## config.mk

```make
export PLATFORM = sky130hd
export DESIGN_NAME = mfb_front
export DESIGN_NICKNAME = d
export VERILOG_FILES = /design/src/design/mfb_pkg.sv /design/src/design/mfb_front.sv
export SDC_FILE = /design/constraint.sdc
export NUM_CORES = 1
export LEC_CHECK = 0
export BUFFER_PORTS_ARGS = -buffer_cell sky130_fd_sc_hd__buf_2
export CAP_MARGIN = 40
export CORE_ASPECT_RATIO = 1.2
export CORE_UTILIZATION = 50
export DETAILED_ROUTE_END_ITERATION = 10
export HOLD_SLACK_MARGIN = 0.15
export PLACE_DENSITY = 0.76
export SYNTH_ARGS = -nofsm -noshare
export SYNTH_HDL_FRONTEND = slang
export SYNTH_SLANG_ARGS = --single-unit
```

## constraint.sdc

```tcl
create_clock -name clk -period 4.93 [get_ports clk]
set_input_delay 0.493 -clock clk [delete_from_list [all_inputs] [get_ports clk]]
set_output_delay 0.493 -clock clk [all_outputs]
set_load 0.01 [all_outputs]
```

## src/design/mfb_pkg.sv

```systemverilog
// shared types and constants for the monochrome frame buffer / serial lcd refresh block
// no dependencies
package mfb_pkg;

    localparam logic [1:0] OP_CLEAR   = 2'd0;
    localparam logic [1:0] OP_DOT     = 2'd1;
    localparam logic [1:0] OP_GLYPH   = 2'd2;
    localparam logic [1:0] OP_REFRESH = 2'd3;

    localparam logic [7:0] SYNC_CMD   = 8'hf8;
    localparam logic [7:0] SYNC_DATA  = 8'hfa;
    localparam logic [7:0] ADDR_BASE  = 8'h80;
    localparam logic [3:0] GLYPH_LAST = 4'd12;

    typedef struct packed {
        logic [1:0] opcode;
        logic [6:0] x;
        logic [5:0] y;
        logic       color;
        logic [3:0] char_code;
    } cmd_t;

    // one glyph row, 5 bits, msb is leftmost column (width-5 glyphs)
    function automatic logic [4:0] glyph_row(input logic [3:0] code, input logic [2:0] r);
        logic [7:0] rows [0:4];
        begin
            rows[0] = 8'h00; rows[1] = 8'h00; rows[2] = 8'h00;
            rows[3] = 8'h00; rows[4] = 8'h00;
            case (code)
                4'd0: begin rows[0]=8'h06; rows[1]=8'h09; rows[2]=8'h09; rows[3]=8'h09; rows[4]=8'h06; end
                4'd1: begin rows[0]=8'h02; rows[1]=8'h06; rows[2]=8'h02; rows[3]=8'h02; rows[4]=8'h07; end
                4'd2: begin rows[0]=8'h06; rows[1]=8'h09; rows[2]=8'h02; rows[3]=8'h04; rows[4]=8'h0f; end
                4'd3: begin rows[0]=8'h06; rows[1]=8'h09; rows[2]=8'h02; rows[3]=8'h09; rows[4]=8'h06; end
                4'd4: begin rows[0]=8'h02; rows[1]=8'h06; rows[2]=8'h0a; rows[3]=8'h0f; rows[4]=8'h02; end
                4'd5: begin rows[0]=8'h0e; rows[1]=8'h08; rows[2]=8'h0e; rows[3]=8'h01; rows[4]=8'h0e; end
                4'd6: begin rows[0]=8'h06; rows[1]=8'h08; rows[2]=8'h0e; rows[3]=8'h09; rows[4]=8'h06; end
                4'd7: begin rows[0]=8'h0f; rows[1]=8'h01; rows[2]=8'h02; rows[3]=8'h04; rows[4]=8'h04; end
                4'd8: begin rows[0]=8'h06; rows[1]=8'h09; rows[2]=8'h06; rows[3]=8'h09; rows[4]=8'h06; end
                4'd9: begin rows[0]=8'h06; rows[1]=8'h09; rows[2]=8'h07; rows[3]=8'h01; rows[4]=8'h06; end
                // point and colon are 2 wide: bit 3 maps to the second column
                4'd10: begin rows[4]=8'h08; end
                4'd11: begin rows[1]=8'h08; rows[3]=8'h08; end
                default: ;
            endcase
            glyph_row = (r < 3'd5) ? rows[r][4:0] : 5'd0;
        end
    endfunction

endpackage

```

## src/design/mfb_front.sv

```systemverilog
// front end: takes requests from the start/busy port into a two-entry queue
// depends on mfb_pkg
module mfb_front (
    input  logic          clk,
    input  logic          rst_n,
    input  logic          start,
    input  mfb_pkg::cmd_t cmd_in,
    output logic          busy,
    output logic          q_valid,
    output mfb_pkg::cmd_t q_cmd,
    input  logic          q_pop
);
    mfb_pkg::cmd_t mem_reg [0:1];
    logic          wr_ptr_reg, rd_ptr_reg;
    logic [1:0]    cnt_reg;
    logic          push;

    assign busy    = (cnt_reg == 2'd2);
    assign push    = start && !busy;
    assign q_valid = (cnt_reg != 2'd0);
    assign q_cmd   = mem_reg[rd_ptr_reg];

    always_ff @(posedge clk) begin
        if (push) begin
            mem_reg[wr_ptr_reg] <= cmd_in;
        end
    end

    always_ff @(posedge clk or negedge rst_n) begin
        if (!rst_n) begin
            wr_ptr_reg <= 1'b0;
            rd_ptr_reg <= 1'b0;
            cnt_reg    <= 2'd0;
        end else begin
            if (push) begin
                wr_ptr_reg <= ~wr_ptr_reg;
            end
            if (q_pop) begin
                rd_ptr_reg <= ~rd_ptr_reg;
            end
            cnt_reg <= cnt_reg + {1'b0, push} - {1'b0, q_pop};
        end
    end
endmodule

```

# Word-level counts from Yosys, hierarchy flattened
# Memories as Yosys holds them, arrays and structs flattened.
# Cells that the tools add are included.
dict set report totals {
  ramBits 40
  word_cells 14
  reg_bits 4
  input_bits 24
  n_memories 1
}
dict set report classes {
  add_sub_neg 2
  n_reduce_logical 3
  muxes 2
  n_eq_ne 1
  n_bitwise 2
}
# name depth word_bits rd rd_clocked_by_memory_dff write_ports line
set mem_list {}
lappend mem_list {mem_reg 2 20 1 0 1 mfb_front.sv:13} ;# mfb_pkg::cmd_t mem_reg [0:1];
# op n
set ops {}
lappend ops {{adder 2 x 1 -> 2 bit} 1}
lappend ops {{== test 2 bit, second input constant} 1}
lappend ops {{2-to-1 mux 1 bit} 2}
lappend ops {{NOT 1 bit} 2}
lappend ops {{nonzero test 2 bit} 1}
lappend ops {{subtractor 2 x 1 -> 2 bit} 1}
lappend ops {{logical AND 1 bit} 1}
lappend ops {{zero test 1 bit} 1}

# Logic depth before layout (Yosys ltp)
dict set report depth {
  depth_word 5
  ltp_mapped 7
  mapped_depth_nobuf 7
}

# Worst setup path before layout
# OpenSTA, ideal clock, no wires.
dict set report synth_path {
  kind {register to register}
  startpoint {reg cnt_reg[1]}
  endpoint {mem mem_reg[0][0] in the netlist's numbering, enable pin}
  setup_slack_ns 3.086
  t_arrival_ns 1.448
  path_stages_with_launch 4
  synth_period_minus_slack_ns 1.844
  path_buffers 0
  setup_time_ns 0.397
  cell_sequence {dfrtp_1 > nand2b_1 > nand2_1 > nor2_1}
}
dict set report synth_via {
  elab_chain_cells 5
}
# item line
set synth_lines {}
lappend synth_lines {{start, declared} mfb_front.sv:15} ;# logic [1:0] cnt_reg;
lappend synth_lines {{start signal, assigned} mfb_front.sv:41} ;# cnt_reg <= cnt_reg + {1'b0, push} - {1'b0, q_pop};
lappend synth_lines {{== test 2 bit} mfb_front.sv:18} ;# assign busy = (cnt_reg == 2'd2);
lappend synth_lines {{zero test 1 bit} mfb_front.sv:19} ;# assign push = start && !busy;
lappend synth_lines {{logical AND 1 bit} mfb_front.sv:19}
lappend synth_lines {{2-to-1 mux 1 bit} mfb_front.sv:24} ;# if (push) begin
lappend synth_lines {{2-to-1 mux 1 bit (not written as such)} mfb_front.sv:25} ;# mem_reg[wr_ptr_reg] <= cmd_in;
lappend synth_lines {{end, declared} mfb_front.sv:13}
# Every way passes these cells.

==> summary.md <==
| Metric | Value |
|---|---|
| Run status | `complete, no violations` |
| Setup slack after layout | `2.80 ns` |
| Worst R2R Setup Slack | `3.32 ns` |
| Antenna cells | `0` |
| Detail Placement HPWL | `1.78 mm` |
| Die area | `~3700 um^2` |
| Fmax | `470 MHz` |
| Period utilization | `43.2%` |
| Cell Area, Placed | `approximately 2000 um^2` |
| Die Span Y | `66.1 um` |
| ANT nets after route | `0` |
| Drt first pass iters | `4` |
| Placed cell count | `161` |
| RSZ-0062 raised after global routing | `no` |
| Compound-gate portion of the synthesized area | `0%` |
| Clock Path Buffers | `2` |
| Finished Core Util | `65.8%` |
| Clk_lat worst skew | `0.34 ns` |
| Largest net degree at the start of global routing | `17` |
| Cell Pwr Density | `550 nW/um^2` |
| Cell count after synthesis | `79` |
| CP delay by family, top | `flip-flops` |
| Headroom to the max-slew limit | `66.4%` |
| Crit Path Max Fanout | `16` |
| Final hold slack | `0.334 ns` |
| Core area | `about 3200 um^2` |
| Mux cell area share after synthesis | `approximately 17%` |
| Clock sinks | `44` |
| Cell Chain, Critical Path | `buf_16 -> mux2_2 -> buf_2` |
| Max-cap check violation count | `0` |
| Max FFs per register | `40` |
| NumNets Final | `159` |
| Hold Path Class | `in2reg` |
| Post-route cell area | `2080 um^2` |
| Synth area leader | `edfxtp_1` |
| Row count | `22` |
| Initial antenna violation count | `0` |
| P_leak | `0.872 nW` |
| Remaining global-route overflow | `0` |
| TNS Setup | `0 ns` |
| Routed wire per std cell | `14.3 um` |
| Total CTS buffers | `5` |
| CTS tree | `built` |
| Pins Over Slew Limit | `0` |
| Post-synthesis sequential area ratio | `75.9%` |
| First-pass GRT wire length | `around 4.0 mm` |
| GPL Wtd Cong | `0.623` |
| Vias in the first global route | `909` |
| Initial Util | `54.2%` |
| Share of layout cells above drive strength 1 | `57.5%` |
| Most frequent cells in the layout | `45 x buf_2, 40 x edfxtp_1, 19 x mux2_4, 5 x clkbuf_4, 4 x dfrtp_1` |
| Clock Pin Slew Worst Setup and Hold Paths | `0.12 ns` |
| Synth Area in Adders | `around 1.5%` |
| CP Launch Type | `flop` |
| Total routed wirelength | `2.44 mm` |
| Post-cts sizing count | `0` |
| Critical Path RT | `4.44 ns` |
| Via count | `840` |
| Port bufs | `45` |
| Largest family of logic cells by synthesized area | `multiplexers` |
| Xor and xnor area share after synthesis | `2.04%` |
| Critical Path AT | `1.64 ns` |
| Root buf cell | `clkbuf_4` |
| # setup viols final | `0` |
| Area delta synth->final | `21.5%` |
| FF+latch count, synth | `44` |
| Syn. warnings | `0` |
| DR vias/cell | `around 5` |
| Simple-gate area share of the yosys netlist | `~1.5%` |
| Total power | `1.15 mW` |
| Setup Slack @ Placement | `3.16 ns` |
| Maximum vdd drop | `0.424 mV` |
| Post-Syn Nets | `around 110` |
| Synth Area per Inst | `21.7 um^2` |
| Largest stage delay on the critical path | `0.60 ns` |
| Critical-path cell with the highest stage delay | `dfrtp_1` |
| Endpoint type of the worst setup path | `output port` |
| Leading cell type in the layout, fill and taps excluded | `buf_2` |
| Synth cell types | `14` |
| Total GRT Usage | `15.1%` |
| CTS H-tree lvls | `2` |
| Finished Layout Cells | `170` |
| DRC Markers | `0` |
| Die width | `between 50 and 60 um` |
| Final Hold Fails | `0` |
| Least-Margin Pin Slew | `approximately 0.50 ns` |
| Area fraction of the dominant cell type after synthesis | `70.1%` |
| Clock skew | `between 0.008 and 0.009 ns` |
| IO Pins | `46` |
| Period minus WS final | `2.13 ns` |
| Crit Path Category | `reg2out` |
| CP Buf/Inv Count | `2` |
| Cell Area, Synth | `1710 um^2` |
| DRT iter0 DRCs | `21` |
| Cells taking the most area after synthesis | `edfxtp_1 70%, mux2_4 17%, dfrtp_1 5.8%` |
-- report_power, final --
group	switching [mW]	internal (mW)	leakage [nW]
clock	0.102	0.0524	0.0324
combinational	0.191	0.244	0.422
sequential	0.0430	0.513	0.418
total	0.337	0.809	0.872
-- cells in the mapped netlist (all sizes together) --
| library cell | number |
|---|---|
| nor2 | 1 |
| nand2b | 1 |
| dfrtp | 4 |
| inv | 2 |
| nand2 | 1 |
| xor2 | 1 |
| xnor2 | 3 |
| and3 | 1 |
| edfxtp | 40 |
| ha | 2 |
| buf | 2 |
| mux2 | 20 |
| or2 | 1 |
-- metal layers --
metal	track usage (%)	share of wire [%]
met1	16.8	40
met2	25.5	53
met3	6.85	6.8
met4	5.63	0.57
met5	0	0
-- repair_timing --
action / 4_1_cts / 5_1_grt
setup buffers: 0 / 0
hold buffers: 1 / 0
setup endpoints to repair: 0 / 0
endpoints found under the hold margin: 4 / 0
-- final timing paths --
check	from	to	cells after the start
worst max-delay path	rd_ptr_reg	q_cmd[19]	3
worst min-delay path	cmd_in[10]	mem_reg[1][10]	1
worst max register to register	cnt_reg[1]	mem_reg[0][1]	4
worst min register to register	wr_ptr_reg	wr_ptr_reg	1
max in group asynchronous	rst_n	rd_ptr_reg	2
min in group asynchronous	rst_n	cnt_reg[1]	2
-- cell families after synthesis --
kind of cell               Yosys count
xor gates and xnor gates             4
muxes                               20
adders and majority gates            2
DFF                                 44
buffers and inverters                4
and+or+nand+nor                      5
-- area by class of cell --
| type | instances | area [um^2] |
|---|---|---|
| repair buffers | 49 | 293 |
| inverters | 2 | 7.51 |
| clock buffers | 5 | 37.5 |
| multi-input cells | 31 | 385 |
| clock inverters | 3 | 13.8 |
| well taps | 36 | 45.0 |
| fillers | 216 | 1080 |
| flip-flops and latches | 44 | 1300 |
No activity file was read; power rests on OpenSTA's default activity.
